--- config.mk ---
export PLATFORM = sky130hd
export DESIGN_NAME = gpr_back
export DESIGN_NICKNAME = d
export VERILOG_FILES = /design/src/rtl/gpr_pkg.sv /design/src/rtl/gpr_back.sv
export SDC_FILE = /design/constraint.sdc
export NUM_CORES = 1
export LEC_CHECK = 0
export BUFFER_PORTS_ARGS = -buffer_cell sky130_fd_sc_hd__buf_2
export CAP_MARGIN = 20
export CELL_PAD_IN_SITES_DETAIL_PLACEMENT = 0
export CELL_PAD_IN_SITES_GLOBAL_PLACEMENT = 1
export CORE_ASPECT_RATIO = 0.7
export CORE_UTILIZATION = 19
export DETAILED_ROUTE_END_ITERATION = 8
export PLACE_DENSITY = 0.84
export SYNTH_ARGS = -nofsm -noshare
export SYNTH_HDL_FRONTEND = slang
export SYNTH_SLANG_ARGS = --single-unit
--- constraint.sdc ---
create_clock -name clock -period 1.55 [get_ports clock]
set_clock_uncertainty 0.1 [all_clocks]
set_input_delay 0.31 -clock clock [delete_from_list [all_inputs] [get_ports clock]]
set_output_delay 0.31 -clock clock [all_outputs]
set_load 0.02 [all_outputs]
--- src/rtl/gpr_pkg.sv ---
// Shared types and constants for the 5x5 binomial pyramid reduce block.
package gpr_pkg;

   // Default line store depth and height limit
   localparam int DEFAULT_MAX_WIDTH = 4096;
   localparam int HEIGHT_LIMIT      = 4096;

   // Result queue between front and back
   localparam int QUEUE_DEPTH = 8;
   localparam int QCW         = $clog2(QUEUE_DEPTH + 1);

   // Configuration port
   localparam int CSR_DATA_W = 13;
   localparam int CSR_INDEX_W = 2;
   localparam logic [CSR_INDEX_W-1:0] REG_FRAME_WIDTH  = 2'd0;
   localparam logic [CSR_INDEX_W-1:0] REG_FRAME_HEIGHT = 2'd1;
   localparam logic [CSR_INDEX_W-1:0] REG_ROUND_MODE   = 2'd2;

   localparam logic [12:0] RESET_FRAME_WIDTH  = 13'd640;
   localparam logic [12:0] RESET_FRAME_HEIGHT = 13'd480;
   localparam logic        RESET_ROUND_MODE   = 1'b1;

   // One reduced pixel with its position flags
   typedef struct packed {
      logic [7:0] pixel;
      logic       row_end;
      logic       frame_end;
   } result_type;

   // All results caused by one source pixel
   typedef struct packed {
      logic [2:0]            count;
      result_type [3:0]      slot;
   } entry_type;

endpackage

--- src/rtl/gpr_back.sv ---
// Back: deliver each queued result group one beat at a time.
module gpr_back
   import gpr_pkg::*;
(
   input  logic           clock,
   input  logic           reset,
   input  entry_type      head,
   input  logic [QCW-1:0] count,
   output logic           pop,
   output logic           rsp_valid,
   input  logic           rsp_stall,
   output logic [7:0]     rsp_pixel_out,
   output logic           rsp_last_in_row,
   output logic           rsp_last_in_frame
);

   logic [1:0] idx_ff;
   logic       take, last;
   result_type cur;

   assign rsp_valid = (count != '0);
   assign cur       = head.slot[idx_ff];
   assign rsp_pixel_out     = cur.pixel;
   assign rsp_last_in_row   = cur.row_end;
   assign rsp_last_in_frame = cur.frame_end;

   assign take = rsp_valid && !rsp_stall;
   assign last = ({1'b0, idx_ff} == head.count - 3'd1);
   assign pop  = take && last;

   // Step through the group, drop it after its last beat
   always_ff @(posedge clock) begin
      if (reset) begin
         idx_ff <= '0;
      end else if (take) begin
         idx_ff <= last ? 2'd0 : idx_ff + 2'd1;
      end
   end

endmodule

**Yosys cells after proc, flatten, opt, wreduce, memory -nomap -nowiden**

Index checks and enable logic that the tools add are counted.

- Input port bits: 50
- Word-level logic and storage cells: 12
- Output and inout port bits: 12
- Flip-flop bits (word level): 2

- Reduce and logical (&&, ||, !) cells: 4
- $lt $le $gt $ge: 1
- Mux-type cells: 3
- $add $sub $neg: 2
- Equal/unequal tests: 1

Operators with widths:

| cell | count |
|---|---|
| binary-select mux 10 bit (select 2 bit) | 1 |
| two-way mux 10 bit | 1 |
| nonzero test 4 bit | 1 |
| == test 2 x 3 -> 1 bit | 1 |
| less-than comparator 2 x 3 -> 1 bit (second input constant) | 1 |
| subtractor 3 x 1 -> 3 bit (second input constant) | 1 |
| adder 2 x 1 -> 2 bit (second input constant) | 1 |
| logical AND 1 bit | 2 |
| two-way mux 2 bit | 1 |
| logical NOT 1 bit | 1 |

**Logic depth before layout (Yosys ltp)**

Gate-level depths: netlist of run 1.

- Depth in word-level cells: 3
- Mapped depth: 6
- Mapped depth without buffers: 6

**Worst setup path before layout of run 1**

No wires, ideal clock.

- Path type: input to output
- Start: in head[40] (netlist name)
- End: out pop
- Path buffers: 0
- Required time: 1.140 ns
- Stages on the path: 5
- Path slack: -0.066 ns
- Arrival time: 1.206 ns
- Cells stage by stage: inv_1 > ha_1 > xor2_1 > nand3_1 > nor2_1

- Longest elaborated chain between the ends: 3

RTL lines:

| what | line | text |
|---|---|---|
| from (decl) | gpr_back.sv:7 | `input entry_type head,` |
| subtractor 3 x 1 -> 3 bit | gpr_back.sv:28 | `assign last = ({1'b0, idx_ff} == head.count - 3'd1);` |
| == test 2 x 3 -> 1 bit | gpr_back.sv:28 |  |
| logical AND 1 bit | gpr_back.sv:29 | `assign pop = take && last;` |
| to (decl) | gpr_back.sv:9 | `output logic pop,` |

Every way passes these cells.

**Worst setup path after layout of run 1**

- Start: reg idx_ff[0]
- End: out rsp_last_in_frame

- Longest elaborated chain between the ends: 2

RTL lines:

| what | line | text |
|---|---|---|
| from (decl) | gpr_back.sv:17 | `logic [1:0] idx_ff;` |
| from (signal assigned) | gpr_back.sv:36 | `idx_ff <= last ? 2'd0 : idx_ff + 2'd1;` |
| binary-select mux 10 bit (select 2 bit) | gpr_back.sv:22 | `assign cur = head.slot[idx_ff];` |
| two-way mux 10 bit (not written as such) | gpr_back.sv:22 |  |
| to (decl) | gpr_back.sv:14 | `output logic rsp_last_in_frame` |

Every way passes these cells. The select of a mux whose other input is x is not followed.

==> results.yml, run 1 <==
synth:
  postSynth.asyncResetShare_pct: 0
  synth_fp_nets: 85
  yosys_warnings: 0
  synth_common_cells: "mux4_2, mux4_1, inv_1"
  synthXorXnorAreaFrac_pct: 5.98
  synthMuxAreaShare_pct: 54.7
  synthCells: 34
  synthAdderAreaFrac_pct: 2.85
  synth-edff-count: 0
  synth-simple-area-share_pct: 11.7
  synth.yosys.seq_area_share_pct: 9.12
  synthTopCellsByArea: "mux4_2, mux4_1, dfxtp_1"
  synth_compound_area_share_pct: 4.84
  yosysMostFrequentCell: "mux4_2"
  synth_top_family_by_area: "multiplexers"
  yosysTopAreaCell: "mux4_2"
  ys.flop_type: "dfxtp_1"
  synth_seq_cells: 2
  avgSynthCellArea_um2: 12.9
  syn_area_um2: 439
  post-synth-top-area-fraction_pct: 30.8
  ys_types: 20
placed_design:
  dp_cells: 132
  preCtsSetupSlack_ns: -0.181
  place_congestion: 0.660
  numPortBuffers: 61
  place_area_um2: 811
  hpwl_mm: 1.28
cts:
  cts_buffer_depth: 2
  hold_buffers: 0
  clk_latency_ns: 0.22
  clkTransAtPathRegs_ns: 0.03
  ctsRootBufferMaster: "clkbuf_4"
  cts_buffers: 3
  cts_tree: "yes"
  clock_sinks: 2
  htree_levels: 1
final_layout:
  nets: 159
  antenna_cells: 0
  largest_reg_flops: 2
  reg_top3: "idx_ff: 2 flops"
  area_growth_pct: 118
  regMostFlops: "idx_ff"
  final_util_pct: 44.1
  layout-drive-gt1-share_pct: 86.8
  nFillCells: 231
  final_cell_area_um2: 957
  instances_no_fill: 138
run:
  drv_cap: 0
grt:
  grt_pass1_vias: 602
  grt_max_degree: 7
  grt-ovfl-total: 0
  antenna_found_initial: 0
  grt_pass1_wl_mm: 2.35
  grt_use_total_pct: 12.6
sta:
  rsz0062_at_grt: "true"
  tns_ns: -2.34
  maxSlewHeadroom_pct: 80.8
  setup_viol: 11
  timing.hold.ws_ns: 0.147
  fin_crit_sh_pct: 114
  fin_ws_ns: -0.224
  timing.final.crit_period_ns: 1.77
  max_freq_mhz: 564
  drv_slew: 0
  tightestPinTransition_ns: 0.286
  hold_viol: 0
critical_path:
  endpoint_kind: "primary output"
  crit_path_frequent_cell: "buf_6"
  critPathKind: "reg -> out"
  cpPeakStageDelay_ns: 0.51
  cp-start-kind: "register"
  critPathRequiredTime_ns: 1.14
  arrival_ns: 1.36
  crit_fanout: 5
  crit_chain: "buf_6 -> mux4_2 -> buf_6"
  cp_slowest_cell: "mux4_2"
die:
  dieArea_mm2: 0.00251
  fp-row-count: 14
  ios: 62
  die_width_um: 59.5
  dieHeight_um: 42.2
  core_mm2: 0.00217
  initial_core_util_pct: 20.2
hold_path:
  hp-class: "in -> reg"
detailed_routing:
  dr.pass1.iters: 2
  drt-initial-drc-count: 2
  wl_mm: 1.58
  ant_nets: 0
  remaining_drc_errors: 0
  vias: 580
  avgRoutedWirePerCell_um: 11.5
  viasPerCell: 4.20
pwr:
  p_per_area_mw_per_mm2: 566
  leakagePower_nw: 0.461
  p_total_mw: 0.542
  ir_drop_mv: 0.205
run_status:
  status: "finished, violations left"
  violations: "negative setup slack"
## layer usage
layer / up-vias / part of all wire [%] / track usage [%]
met5: - / 0 / 0
met4: 0 / 0 / 7.14
met3: 0 / 9.9 / 1.54
met2: 33 / 55 / 25.2
met1: 267 / 35 / 12.0
li1: 280 / - / -
## layout by cell type, fill, tap and decap left out
| master | n |
|---|---|
| buf_6 | 13 |
| a21oi_1 | 2 |
| inv_1 | 3 |
| nand3_2 | 1 |
| nor2_1 | 1 |
| dfxtp_2 | 1 |
| xor2_4 | 1 |
| xor2_2 | 1 |
| nand4b_1 | 1 |
| buf_8 | 1 |
| or2_2 | 1 |
| buf_2 | 50 |
| o21ai_0 | 1 |
| buf_4 | 8 |
| nor4_2 | 1 |
| nand2_1 | 1 |
| mux4_2 | 10 |
| xnor2_1 | 1 |
| nand3b_1 | 1 |
| nor2_2 | 1 |
| clkbuf_4 | 3 |
| dfxtp_1 | 1 |
| a31oi_1 | 1 |
| ha_1 | 1 |
## kinds of logic (layout without fill, tap and decap cells)
group	Yosys count	in the layout
xor+xnor	3	3
fa+ha+maj	1	1
mux	10	10
flops	2	2
compound gates	4	4
simple gates	8	8
buf+inv	6	78
## report_power, final
group	total [mW]	internal, mW	switching (mW)
Clock	0.116	0.0855	0.0303
Sequential	0.0623	0.0568	0.00554
Combinational	0.364	0.217	0.147
Total	0.542	0.359	0.183
## critical path: cells and delay by family, from the launching register on
| kind | cells | cell delay, ns |
|---|---|---|
| mux | 1 | 0.51 |
| flops | 1 | 0.34 |
| buf+inv | 2 | 0.29 |
## final cells by class
type                            instances  area (um^2)  area share, %
Inverter                                3         11.3           1.18
Sequential cell                         2         41.3           4.31
Timing Repair Buffer                   72          472           49.3
Multi-Input combinational cell         26          370           38.7
Clock buffer                            3         22.5           2.35
Tap cell                               32         40.0           4.18
## final timing paths
kind	startpoint	to	slack [ns]	cells after the start
worst max-delay path	idx_ff[0]	rsp_last_in_frame	-0.22	3
worst max register to register	idx_ff[0]	idx_ff[1]	0.12	7
worst min register to register	idx_ff[1]	idx_ff[1]	0.47	2
worst min-delay path	reset	idx_ff[0]	0.15	2
## repair_timing
action,CTS,global route
buffers inserted,0,3
gates resized for setup,32,3
pin swaps,1,2
hold endpoints to repair,0,0
endpoints found under the setup margin,11,11
(Power assumes the default switching activity.)
==> run 2: changes to the inputs <==
- CELL_PAD_IN_SITES_DETAIL_PLACEMENT: 0 -> unset
- CELL_PAD_IN_SITES_GLOBAL_PLACEMENT: 1 -> unset
- CORE_ASPECT_RATIO: 0.7 -> unset
- CORE_UTILIZATION: 19 -> 29
==> run 2 against run 1 <==
The run still ends with negative setup slack left. Maximum frequency is 0.43% lower. Critical path depth stayed put. Register-to-register slack worse by 0.23 ns. Wire length is 31% higher. Die area is 33% lower. Core utilization is 30 points higher. Clock power is 3% lower. Power is 7.7% higher. Setup slack worse by 0.0076 ns. Final area is 4.4% higher. Largest cell class unchanged.
==> results.yml, run 2 (synthesis results as in run 1) <==
run_status:
  status: "finished, violations left"
  violations: "negative setup slack"
final_layout:
  largest_reg_flops: 2
  final_common_cell: "buf_2"
  final_cell_mix: "buf_2, buf_6, buf_4, mux4_2, clkbuf_4"
  nets: 163
  instances_no_fill: 125
  area_growth_pct: 128
  regMostFlops: "idx_ff"
  antenna_cells: 0
  reg_top3: "idx_ff: 2 flops"
  layout-drive-gt1-share_pct: 91.8
pwr:
  pwr-share-clk_pct: 19.2
  p_seq_share_pct: 10.8
  p_sw_share_pct: 33.3
  leakagePower_nw: 0.489
  p_per_area_mw_per_mm2: 584
  netSwitchingPower_mw: 0.194
  p_comb_share_pct: 70.0
  p_total_mw: 0.584
  internal_power_mw: 0.389
  ir_drop_mv: 0.336
hold_path:
  min_path_cells: 2
  hp-start: "reset"
  hp-class: "in -> reg"
die:
  fp-row-count: 13
  core_mm2: 0.00135
  dieArea_mm2: 0.00167
  die_width_um: 40.9
  initial_core_util_pct: 32.5
  ios: 62
  dieHeight_um: 40.9
grt:
  antenna_found_initial: 0
  grt_use_total_pct: 26.1
  grt-ovfl-total: 0
  grt_pass1_vias: 684
  grt_max_degree: 7
  grt_pass1_wl_mm: 2.78
critical_path:
  r2r-start: "idx_ff[0]"
  critPathRequiredTime_ns: 1.14
  endpoint_kind: "primary output"
  crit_fanout: 6
  r2r.worst_path.cells: 9
  cp-startpoint: "idx_ff[0]"
  critPathKind: "reg -> out"
  arrival_ns: 1.37
  cp-start-kind: "register"
detailed_routing:
  remaining_drc_errors: 0
  viasPerCell: 5.29
  ant_nets: 0
  avgRoutedWirePerCell_um: 16.5
  drt-initial-drc-count: 15
  met3WireLength_um: 249
  dr.pass1.iters: 4
  wl_met1_um: 565
  wl_mm: 2.07
  vias: 661
  highest_layer: "met4"
  wl_met2_mm: 1.15
sta:
  hold_viol: 0
  tightestPinTransition_ns: 0.250
  fin_ws_ns: -0.232
  fin_crit_sh_pct: 115
  rsz0062_at_grt: "true"
  setup_viol: 12
  drv_slew: 0
  tns_ns: -2.43
  timing.final.crit_period_ns: 1.78
  maxSlewHeadroom_pct: 83.2
  max_freq_mhz: 561
cts:
  hold_buffers: 0
  clk_latency_ns: 0.22
  cts_buffers: 3
  cts_tree: "yes"
  cts_buffer_depth: 2
  clkTransAtPathRegs_ns: 0.03
  htree_levels: 1
  clock_sinks: 2
  ctsRootBufferMaster: "clkbuf_4"
placed_design:
  place_congestion: 0.664
  dp_cells: 114
  numPortBuffers: 61
run:
  drv_cap: 0
## run 2: metal layers
metal	GRT usage, %	vias up
li1	-	289
met1	20.5	305
met2	48.4	55
met3	10.3	12
met4	21.7	0
met5	0	-
## run 2: area by class of cell
type / instances / area [um^2]
clock buffers: 3 / 22.5
multi-input cells: 26 / 390
repair buffers: 76 / 514
well taps: 15 / 18.8
flip-flops and latches: 2 / 42.5
inverters: 3 / 11.3
fillers: 93 / 350
## run 2: per-stage QoR
stage / cell area (um^2) / setup WS [ns] / hold WS, ns / util [%]
global placement: 782 / -0.153 / 0.386 / 57.9
global route: 1000 / -0.278 / 0.159 / 74.1
CTS: 956 / -0.238 / 0.149 / 70.8
floorplan: 442 / 0.00697 / 0.279 / -
detailed placement: 782 / -0.171 / 0.383 / 57.9
finish: 1000 / -0.232 / 0.164 / 74.1
## run 2: power groups by stage
| stage | registers [mW] | logic [mW] | clock network, mW |
|---|---|---|---|
| 2_1_floorplan | 0.0591 | 0.171 | 0 |
| 3_5_place_dp | 0.0609 | 0.275 | 0 |
| 4_1_cts | 0.0622 | 0.382 | 0.118 |
| 5_1_grt | 0.0635 | 0.437 | 0.127 |
| 3_3_place_gp | 0.0608 | 0.265 | 0 |
| 6_report | 0.0631 | 0.409 | 0.112 |
## run 2: worst paths after layout
path / end / slack (ns)
worst max-delay path: rsp_pixel_out[6] / -0.23
worst min-delay path: idx_ff[0] / 0.16
worst max register to register: idx_ff[1] / -0.11
worst min register to register: idx_ff[1] / 0.45
## run 2: worst max-delay path, cell delays in order (launching register included)
cell and delay, ns:
dfxtp_2 0.34, buf_6 0.15, mux4_2 0.51, buf_6 0.15
## run 2: repair_timing
item,in CTS,in global routing
setup endpoints to repair,11,12
pin swaps,4,5
buffers inserted,7,2
cloned,0,0
resized for setup,36,8
