File: src/rtl/gpr_pkg.sv
// Shared types and constants for the 5x5 binomial pyramid reduce block.
package gpr_pkg;

   // Default line store depth and height limit
   localparam int DEFAULT_MAX_WIDTH = 4096;
   localparam int HEIGHT_LIMIT      = 4096;

   // Result queue between front and back
   localparam int QUEUE_DEPTH = 8;
   localparam int QCW         = $clog2(QUEUE_DEPTH + 1);

   // Configuration port
   localparam int CSR_DATA_W = 13;
   localparam int CSR_INDEX_W = 2;
   localparam logic [CSR_INDEX_W-1:0] REG_FRAME_WIDTH  = 2'd0;
   localparam logic [CSR_INDEX_W-1:0] REG_FRAME_HEIGHT = 2'd1;
   localparam logic [CSR_INDEX_W-1:0] REG_ROUND_MODE   = 2'd2;

   localparam logic [12:0] RESET_FRAME_WIDTH  = 13'd640;
   localparam logic [12:0] RESET_FRAME_HEIGHT = 13'd480;
   localparam logic        RESET_ROUND_MODE   = 1'b1;

   // One reduced pixel with its position flags
   typedef struct packed {
      logic [7:0] pixel;
      logic       row_end;
      logic       frame_end;
   } result_type;

   // All results caused by one source pixel
   typedef struct packed {
      logic [2:0]            count;
      result_type [3:0]      slot;
   } entry_type;

endpackage

File: src/rtl/gpr_queue.sv
// Short queue of result groups between front and back.
module gpr_queue
   import gpr_pkg::*;
(
   input  logic           clock,
   input  logic           reset,
   input  logic           push,
   input  entry_type      push_entry,
   input  logic           pop,
   output entry_type      head,
   output logic [QCW-1:0] count
);

   localparam int PW = $clog2(QUEUE_DEPTH);

   entry_type       slot_ff [QUEUE_DEPTH];
   logic [PW-1:0]   wr_ff, rd_ff;
   logic [QCW-1:0]  count_ff;

   assign head  = slot_ff[rd_ff];
   assign count = count_ff;

   // Advance pointers and fill count
   always_ff @(posedge clock) begin
      if (reset) begin
         wr_ff    <= '0;
         rd_ff    <= '0;
         count_ff <= '0;
      end else begin
         if (push) begin
            wr_ff <= (wr_ff == PW'(QUEUE_DEPTH - 1)) ? '0 : wr_ff + PW'(1);
         end
         if (pop) begin
            rd_ff <= (rd_ff == PW'(QUEUE_DEPTH - 1)) ? '0 : rd_ff + PW'(1);
         end
         count_ff <= count_ff + QCW'(push) - QCW'(pop);
      end
   end

   // Store entries
   always_ff @(posedge clock) begin
      if (push) begin
         slot_ff[wr_ff] <= push_entry;
      end
   end

endmodule

File: config.mk
export PLATFORM = sky130hd
export DESIGN_NAME = gpr_queue
export DESIGN_NICKNAME = d
export VERILOG_FILES = /design/src/rtl/gpr_pkg.sv /design/src/rtl/gpr_queue.sv
export SDC_FILE = /design/constraint.sdc
export NUM_CORES = 1
export LEC_CHECK = 0
export ABC_AREA = 1
export BUFFER_PORTS_ARGS = -buffer_cell sky130_fd_sc_hd__buf_2
export CORE_ASPECT_RATIO = 1.2
export CORE_MARGIN = 2
export CORE_UTILIZATION = 30
export DETAILED_ROUTE_END_ITERATION = 6
export GPL_TIMING_DRIVEN = 1
export PLACE_DENSITY = 0.45
export SLEW_MARGIN = 30
export SYNTH_ARGS = -nofsm -noshare
export SYNTH_HDL_FRONTEND = slang
export SYNTH_SLANG_ARGS = --single-unit
File: constraint.sdc
create_clock -name clock -period 3.3 [get_ports clock]
set_input_delay 0.495 -clock clock [delete_from_list [all_inputs] [get_ports clock]]
set_output_delay 0.495 -clock clock [all_outputs]
set_load 0.01 [all_outputs]
* Word-level counts from Yosys, hierarchy flattened
Memory sizes are Yosys's and may differ from the RTL's. A register that Yosys moved wholly into a read port is not among the register bits.
Index checks and enable logic that the tools add are counted.
** Storage, ports and cells
- Bits in registers :: 10
- Bits in writable memories :: 344
- Bits of input ports :: 47
- Output and inout port bits :: 47
- Logic and storage cells :: 16
- Memories kept :: 1
** Memories
- slot_ff :: words 8, bits a word 43, read ports 1, clocked after memory_dff 1, write ports 1, line gpr_queue.sv:16 : entry_type slot_ff [QUEUE_DEPTH];
** Operators by class
- Add/subtract/negate cells :: 4
- Equal/unequal tests :: 2
- Muxes and demuxes :: 6
** Operator list (number)
- 3-bit 2-to-1 mux :: 4
- 3-bit by 1-bit adder with 3-bit output (second input constant) :: 2
- 3-bit == test (second input constant) :: 2
- 4-bit by 1-bit adder with 4-bit output :: 1
- 4-bit by 1-bit subtractor with 4-bit output :: 1
- 1-bit 2-to-1 mux :: 2

* Logic depth before layout (Yosys ltp)
Gate-level depths: netlist of run 1.
- Depth in word-level cells :: 4
- Mapped depth :: 9
- Gate-level depth less buffers :: 9

* Worst setup path before layout of run 1
OpenSTA, ideal clock, no wires.
- Path kind :: in2reg
- Start :: input push
- End :: memory slot_ff[1][0] (netlist bit) (enable)
- Setup time :: 0.444 ns
- Data arrival time :: 2.431 ns
- Data required time :: 2.856 ns
- Path slack :: 0.425 ns
- Stages :: 2
- Buffers on the path :: 0
- Cell sequence :: nand2_1 > nor2_1
** Between the ends
- Cells in the longest elaborated chain, start to end :: 2
** RTL lines
- start, declared :: line gpr_queue.sv:7 : input logic push,
- 1-bit 2-to-1 mux :: line gpr_queue.sv:42 : if (push) begin
- 1-bit 2-to-1 mux (not written as such) :: line gpr_queue.sv:43 : slot_ff[wr_ff] <= push_entry;
- end, declared :: line gpr_queue.sv:16
No other way between the ends.

==> run metrics, run 1 <==
Port-buffer cells 93; cts repair resizes 0; Setup Slack @ Placement 1.05 ns; Total GRT Usage 0.143; commonest cells after routing, fill and taps aside nand2_1 (576), inv_1 (359), edfxtp_1 (344); effective utilization at floorplan 0.303; clock slew at reported path FFs 0.06 ns; vias per cell 4.22; I/O Pins 94; final hold vios 0; RSZ-0062 raised after global routing no; Synth area leaders edfxtp_1 (66%), nand2_1 (14%), inv_1 (8.7%), nand3_1 (5.6%), dfxtp_1 (1.7%); CP Capture Type primary output; H-Tree Depth 2; Pre-antenna DRT Iters 4; number of diodes 0; final setup fails 0; core area 51,400 sq um; clk_lat worst skew 0.54 ns; sequential area share after synthesis 0.681; cells along the critical path inv_4, buf_4, nand2_1, nand3_1, nand2_1, nand2_1, nand2_1, buf_2; Worst Path Required 2.80 ns; global route total overflow 0; die area 53,700 sq um; setup TNS 0 ns; Area Growth Syn to Fin 16.0%; Static Leak 8.17 nW; antenna violations before repair 6; CP max FO 44; Design Area, Final 18,000 sq um; Max Slew Vio Count 0; share of post-route cells with drive strength above 1 0.106; minimum clock period 2.74 ns; gpl congestion 0.711; Tcrit/Tclk final 0.831; Nets 1,718; routed via count 10,100; # clock sinks 357; post-synth top area share 0.665; Post-CTS Setup Bufs 0; Critical Path Most Common Cell nand2_1; CTS tree done; Routed WL 37,600 um; first-pass GRT wire length 57,800 um; 1st-iter DRT viols 480; CP max stage cell buf_4; CP Class reg2out; Max Buffers Root-to-Sink 3; DR DRC count 0; Final ANT Viol Nets 0; maximum vdd drop 374 uV; status complete, no violations; Post-Syn Area 15,500 sq um; FP Rows 91; Max-Cap Viols 0; Root Buffer clkbuf_16; Synth Instances 1,570; Worst Tran Pin Value 0.817 ns; R2R Setup Slk 1.46 ns; CP arrival 2.25 ns; area leader, netlist edfxtp_1; CTS Buf Count 37; DP Area 16,900 sq um; Yosys cell types 19; Rel. slew slack 0.455; PwrDens 564 nW/um^2; syn_nets 1,626; Final HPWL DP 20,100 um; largest net degree at the start of global routing 173; synth warn 0; Mean Syn Cell Area 9.90 sq um; Fmax 364 MHz; Filler cells 5,171; Clock Skews 0.0230 ns; vias in the first global route 9,697; chip height 253 um; CTS Hold Bufs 0; leading cell type in the layout, fill and taps excluded nand2_1; hold crit path type in2reg; CP max stage delay 0.40 ns; PnR worst setup slack 0.556 ns; Die W 212 um; WL/cell 15.8 um; Startpoint Class flip-flop; flops & latches, synth 357
## per-stage QoR
stage,util,hold slack [ns],total power [mW],cells
6_report,0.351,0.233,10.2,2384
5_1_grt,0.351,0.220,10.6,2384
4_1_cts,0.351,0.197,10.4,2384
3_5_place_dp,0.329,0.487,6.35,2320
3_3_place_gp,0.329,0.473,6.34,2320
2_1_floorplan,-,0.454,5.90,1570
## layout make-up
class / count / area (sq um) / share of cell area
clock buffers: 51 / 1040 / 0.0577
clock inverters: 13 / 83.8 / 0.00465
inverters: 362 / 1360 / 0.0756
multi-input cells: 786 / 3340 / 0.185
flip-flops and latches: 357 / 10600 / 0.588
well taps: 697 / 872 / 0.0484
repair buffers: 118 / 741 / 0.0411
## cell families (layout without fill, tap and decap cells)
kind of cell | after synthesis | in the layout | synth area share
simple gates | 767 | 767 | 0.199
buf+inv | 427 | 544 | 0.108
flops | 357 | 357 | 0.681
fa+ha+maj | 9 | 9 | 0.00773
compound gates | 9 | 9 | 0.00306
xor+xnor | 1 | 1 | 0.000564
## synthesized netlist by cell type
master and n:
inv_2 2, xnor2_1 1, inv_1 359, nand2_1 576
ha_1 8, clkinv_1 1, clkbuf_1 23, buf_4 10
dfxtp_1 13, o21ai_0 2, o21a_1 1, buf_2 30
or2_2 1, buf_1 2, edfxtp_1 344, nor2_1 16
nand3_1 174, a21oi_1 6, fa_1 1
## final timing paths
| kind | start | to | cells past startpoint |
|---|---|---|---|
| max reg2reg | wr_ff[0]$_SDFFE_PP0P_ | slot_ff[7][16]$_DFFE_PP_ | 3 |
| max | flip-flop | head[34] | 8 |
| min reg2reg | wr_ff[0]$_SDFFE_PP0P_ | wr_ff[0]$_SDFFE_PP0P_ | 2 |
| min | push_entry[39] | slot_ff[3][39]$_DFFE_PP_ | 1 |
## power by group
part | switching, mW | internal (mW) | total [mW]
sequential | 0.0429 | 5.11 | 5.15
clock | 1.68 | 2.28 | 3.96
combinational | 0.731 | 0.339 | 1.07
## layer usage
metal / routed length, um / global-route usage / up-vias
met5: 77 / 0 / -
met1: 17400 / 0.192 / 4820
met2: 18000 / 0.236 / 138
li1: - / - / 5044
met3: 1440 / 0.0277 / 52
met4: 660 / 0.0370 / 12
## worst max-delay path: cells and delay by family (launching register included)
family | cells | cell delay (ns)
simple gates | 5 | 0.40
buf+inv | 3 | 0.94
flops | 1 | 0.36
## flip-flops by register name (all words and copies together), names as in the netlist, named ones only
name	cells
count	4
rd_ff	3
slot_ff	344
wr_ff	3
No activity file was read; power rests on OpenSTA's default activity.
==> run 2: changes to the inputs <==
Clock period 3.3 ns to 2.86 ns, I/O delays scaled along.
==> run 2 against run 1 <==
  * Clock skew down 0.0062 ns
  * Via count decreased by 2.4%
  * Critical path depth is the same
  * Combinational power rose by 17%
  * Final area up 0.94%
  * First-iteration DRC count shrank 24%
  * Non-clock buffer count is 5 lower
  * Power increased by 18%
  * Worst setup slack got worse by 0.27 ns
  * Final cell count increased by 0.17%
==> run metrics, run 2 (synthesis results as in run 1) <==
hold crit path type in2reg; Tcrit/Tclk final 0.900; Filler cells 5,140; Port-buffer cells 93; Max Slew Vio Count 0; leading cell type in the layout, fill and taps excluded nand2_1; number of cells on the critical path 8; final hold vios 0; H-Tree Depth 2; CP max stage delay 0.57 ns; Final HPWL DP 18,600 um; CP Capture Point head[2]; DR DRC count 0; cts repair resizes 0; final setup fails 0; r2r worst-path depth 4; gpl congestion 0.687; largest net degree at the start of global routing 87; Total GRT Usage 0.141; setup TNS 0 ns; Nets 1,715; Die W 212 um; Area Growth Syn to Fin 17.1%; vias per cell 4.11; I/O Pins 94; PwrDens 660 nW/um^2; core area 51,400 sq um; r2r startpoint wr_ff[0]$_SDFFE_PP0P_; CTS Hold Bufs 0; Worst Tran Pin Value 0.754 ns; Startpoint Class flip-flop; Final ANT Viol Nets 0; CP bufs+invs 3; CP max stage cell dfxtp_4; Max Buffers Root-to-Sink 3; CP top delay family buffers and inverters; global route total overflow 0; CP max FO 56; CTS tree done; Rel. slew slack 0.497; chip height 253 um; cells along the critical path inv_4, buf_12, nand2_1, nand3_1, nand2_1, nand2_1, nand2_1, buf_2; WL/cell 15.4 um; minimum clock period 2.57 ns; Post-CTS Setup Bufs 0; Clock Skews 0.0169 ns; Fmax 388 MHz; max reg flops 344; RSZ-0062 raised after global routing no; clk_lat worst skew 0.54 ns; routed via count 9,826; clock slew at reported path FFs 0.06 ns; Static Leak 8.22 nW; Util after Layout 0.354; commonest cells after routing, fill and taps aside nand2_1 (576), inv_1 (359), edfxtp_1 (344); R2R Path End slot_ff[4][3]$_DFFE_PP_; CP arrival 2.15 ns; Worst Path Required 2.43 ns; R2R Setup Slk 1.12 ns; hold_sp reset; antenna violations before repair 6; Setup Slack @ Placement 0.795 ns; Routed WL 36,900 um; FP Rows 91; maximum vdd drop 314 uV; Max-Cap Viols 0; CP Class reg2out; DP Area 17,000 sq um; total power draw 12.0 mW; 1st-iter DRT viols 365; CP Capture Type primary output; share of post-route cells with drive strength above 1 0.106; vias in the first global route 9,838; CTS Buf Count 39; status complete, no violations; PnR worst setup slack 0.285 ns; Critical Path Most Common Cell nand2_1; Root Buffer clkbuf_16; effective utilization at floorplan 0.303; Most flops, register slot_ff; Design Area, Final 18,200 sq um; first-pass GRT wire length 57,100 um; # clock sinks 357; Pre-antenna DRT Iters 4; die area 53,700 sq um
==> run 2: cell count changes in the layout (fill, tap and decap cells not counted), sizes merged <==
cell,change
inv,+2
clkbuf,+3
bufinv,+2
clkinvlp,+1
diode,+1
buf,-5
==> run 2: worst min-delay path by stage <==
stage          slack [ns]                        to  cells after the start
5_1_grt              0.15  slot_ff[3][41]$_DFFE_PP_                      1
6_report             0.16       count[0]$_SDFF_PP0_                      2
3_5_place_dp         0.50                 flip-flop                      2
3_3_place_gp         0.47                 flip-flop                      2
4_1_cts              0.13  slot_ff[3][41]$_DFFE_PP_                      1
2_1_floorplan        0.45                 flip-flop                      2
==> run 2: area by class of cell <==
class                      count  area (sq um)  share of cell area
antenna                        1          2.50            0.000137
tap                          697           872              0.0479
multi-input combinational    786          3340               0.183
sequential                   357         10600               0.582
clock buffer                  54          1030              0.0567
timing repair buffer         113           828              0.0455
clock inverter                18           171             0.00942
inverter                     362          1360              0.0749
==> run 2: worst reg2reg max path, stage by stage (launching register included) <==
cell and delay, ns:
dfxtp_1 0.33, inv_1 0.07, nand2_1 0.22, nor2_4 0.43, buf_12 0.33
==> run 2: layer usage <==
metal | up-vias | global-route usage | share of wire
met5 | - | 0 | 0.0013
li1 | 5047 | - | -
met4 | 8 | 0.0350 | 0.018
met2 | 134 | 0.248 | 0.49
met3 | 55 | 0.0273 | 0.041
met1 | 4582 | 0.178 | 0.45
==> run 2: per-stage QoR <==
step / cells / hold slack, ns
6_report: 2388 / 0.159
5_1_grt: 2387 / 0.152
4_1_cts: 2387 / 0.132
3_5_place_dp: 2315 / 0.496
3_3_place_gp: 2315 / 0.473
2_1_floorplan: 1570 / 0.454
==> run 2: where the power goes <==
group	total (mW)	leakage (nW)	internal, mW	switching [mW]
Clock	4.82	0.583	2.81	2.01
Combinational	1.25	4.40	0.406	0.840
Sequential	5.94	3.23	5.89	0.0513
==> run 3: changes to the inputs <==
Settings changed: PLACE_DENSITY 0.45 to default.
==> run 3 against run 2 <==
  * Global-route usage is 0.19 points lower
  * Via count up 4.4%
  * Sequential cell count unchanged
  * Register-to-register slack lost 0.03 ns
  * Largest cell class unchanged
==> run metrics, run 3 (synthesis results as in run 1) <==
status complete, no violations; CTS tree done; Port-buffer cells 93; FP Rows 91; max reg flops 344; Final ANT Viol Nets 0; Max Slew Vio Count 0; Final HPWL DP 20,100 um; Static Leak 8.24 nW; effective utilization at floorplan 0.303; Area Growth Syn to Fin 17.1%; H-Tree Depth 2; maximum vdd drop 465 uV; cts repair resizes 0; Met3 Wirelength 1820 um; Routed WL 36,800 um; Post-CTS Setup Bufs 0; met2 WL 17,900 um; Tcrit/Tclk final 0.927; Worst Tran Pin Value 0.798 ns; Int Pwr 9.19 mW; routed length on met1 15,900 um; routed via count 10,300; leading cell type in the layout, fill and taps excluded nand2_1; Pre-antenna DRT Iters 5; gpl congestion 0.712; commonest cells after routing, fill and taps aside nand2_1 (576), inv_1 (359), edfxtp_1 (344); die area 53,700 sq um; vias in the first global route 9,792; CP max FO 172; setup TNS 0 ns; Worst Path Required 2.43 ns; number of diodes 0; CTS Buf Count 40; Fmax 377 MHz; NetSw 2.93 mW; clock slew at reported path FFs 0.06 ns; Clock power frac 0.407; clk_lat worst skew 0.55 ns; Sw Ratio 0.241; Rel. slew slack 0.468; Max-Cap Viols 0; Die W 212 um; minimum clock period 2.65 ns; DR DRC count 0; Top Layer Used met5; Setup Slack @ Placement 0.747 ns; Util after Layout 0.354; hold crit path type in2reg; RSZ-0062 raised after global routing no; CTS Hold Bufs 0; Filler cells 5,069; chip height 253 um; CP Capture Type primary output; Nets 1,717; 1st-iter DRT viols 629; antenna violations before repair 5; PnR worst setup slack 0.208 ns; share of post-route cells with drive strength above 1 0.109; WL/cell 15.4 um; Clock Skews 0.0125 ns; Flop pwr share 0.490; Worst Hold Margin 0.147 ns; first-pass GRT wire length 56,200 um; vias per cell 4.30; I/O Pins 94; # clock sinks 357; CP Class reg2out; largest net degree at the start of global routing 173; core area 51,400 sq um; Root Buffer clkbuf_16; Most flops, register slot_ff; final setup fails 0; final hold vios 0; Max Buffers Root-to-Sink 3; Total GRT Usage 0.139; global route total overflow 0; combinational power share 0.103; CP arrival 2.22 ns; PwrDens 666 nW/um^2; Startpoint Class flip-flop
run 3: cell count changes in the layout (fill, tap and decap cells not counted):
cell	before	now
buf_12	17	13
buf_4	3	8
clkbuf_1	15	11
clkbuf_16	39	41
clkinv_1	6	3
clkinv_2	6	8
clkinv_4	0	1
clkinvlp_4	1	0
diode_2	1	0
inv_4	1	0
inv_6	3	4
run 3: final cells by class:
cell class	count	area (sq um)	area share
multi-input combinational	786	3340	0.183
inverter	362	1370	0.0750
clock buffer	52	1070	0.0587
timing repair buffer	114	786	0.0432
tap	697	872	0.0479
clock inverter	17	171	0.00942
sequential	357	10600	0.582
run 3: final timing paths:
| path | startpoint | endpoint | slack [ns] | depth (start not counted) |
|---|---|---|---|---|
| max | flip-flop | head[25] | 0.21 | 7 |
| min | push_entry[4] | slot_ff[5][4]$_DFFE_PP_ | 0.15 | 1 |
| max reg2reg | wr_ff[0]$_SDFFE_PP0P_ | slot_ff[4][7]$_DFFE_PP_ | 1.09 | 4 |
| min reg2reg | wr_ff[0]$_SDFFE_PP0P_ | wr_ff[0]$_SDFFE_PP0P_ | 0.50 | 2 |
run 3: critical path: stages, from the launching register on:
cell and delay, ns:
dfxtp_4 0.38, buf_12 0.61, nand2_1 0.14, nand3_1 0.11
nand2_1 0.05, nand2_1 0.05, nand2_1 0.13, buf_2 0.17
run 3: through the flow:
step / instances / cell area, sq um / power (mW)
after CTS: 2385 / 18200 / 12.3
after global placement: 2316 / 17000 / 7.30
final: 2385 / 18200 / 12.1
after floorplan: 1570 / 15500 / 6.81
after global routing: 2385 / 18200 / 12.6
after detailed placement: 2316 / 17000 / 7.33
run 3: routing by layer:
metal | global-route usage | vias up
li1 | - | 5045
met1 | 0.173 | 4919
met2 | 0.241 | 203
met3 | 0.0254 | 85
met4 | 0.0515 | 6
met5 | 0 | -
run 3: power groups by stage:
stage / combinational [mW] / sequential [mW] / clock, mW
6_report: 1.25 / 5.94 / 4.94
5_1_grt: 1.42 / 5.95 / 5.28
4_1_cts: 1.28 / 5.94 / 5.09
3_5_place_dp: 1.28 / 6.05 / 0
3_3_place_gp: 1.26 / 6.04 / 0
2_1_floorplan: 0.752 / 6.06 / 0
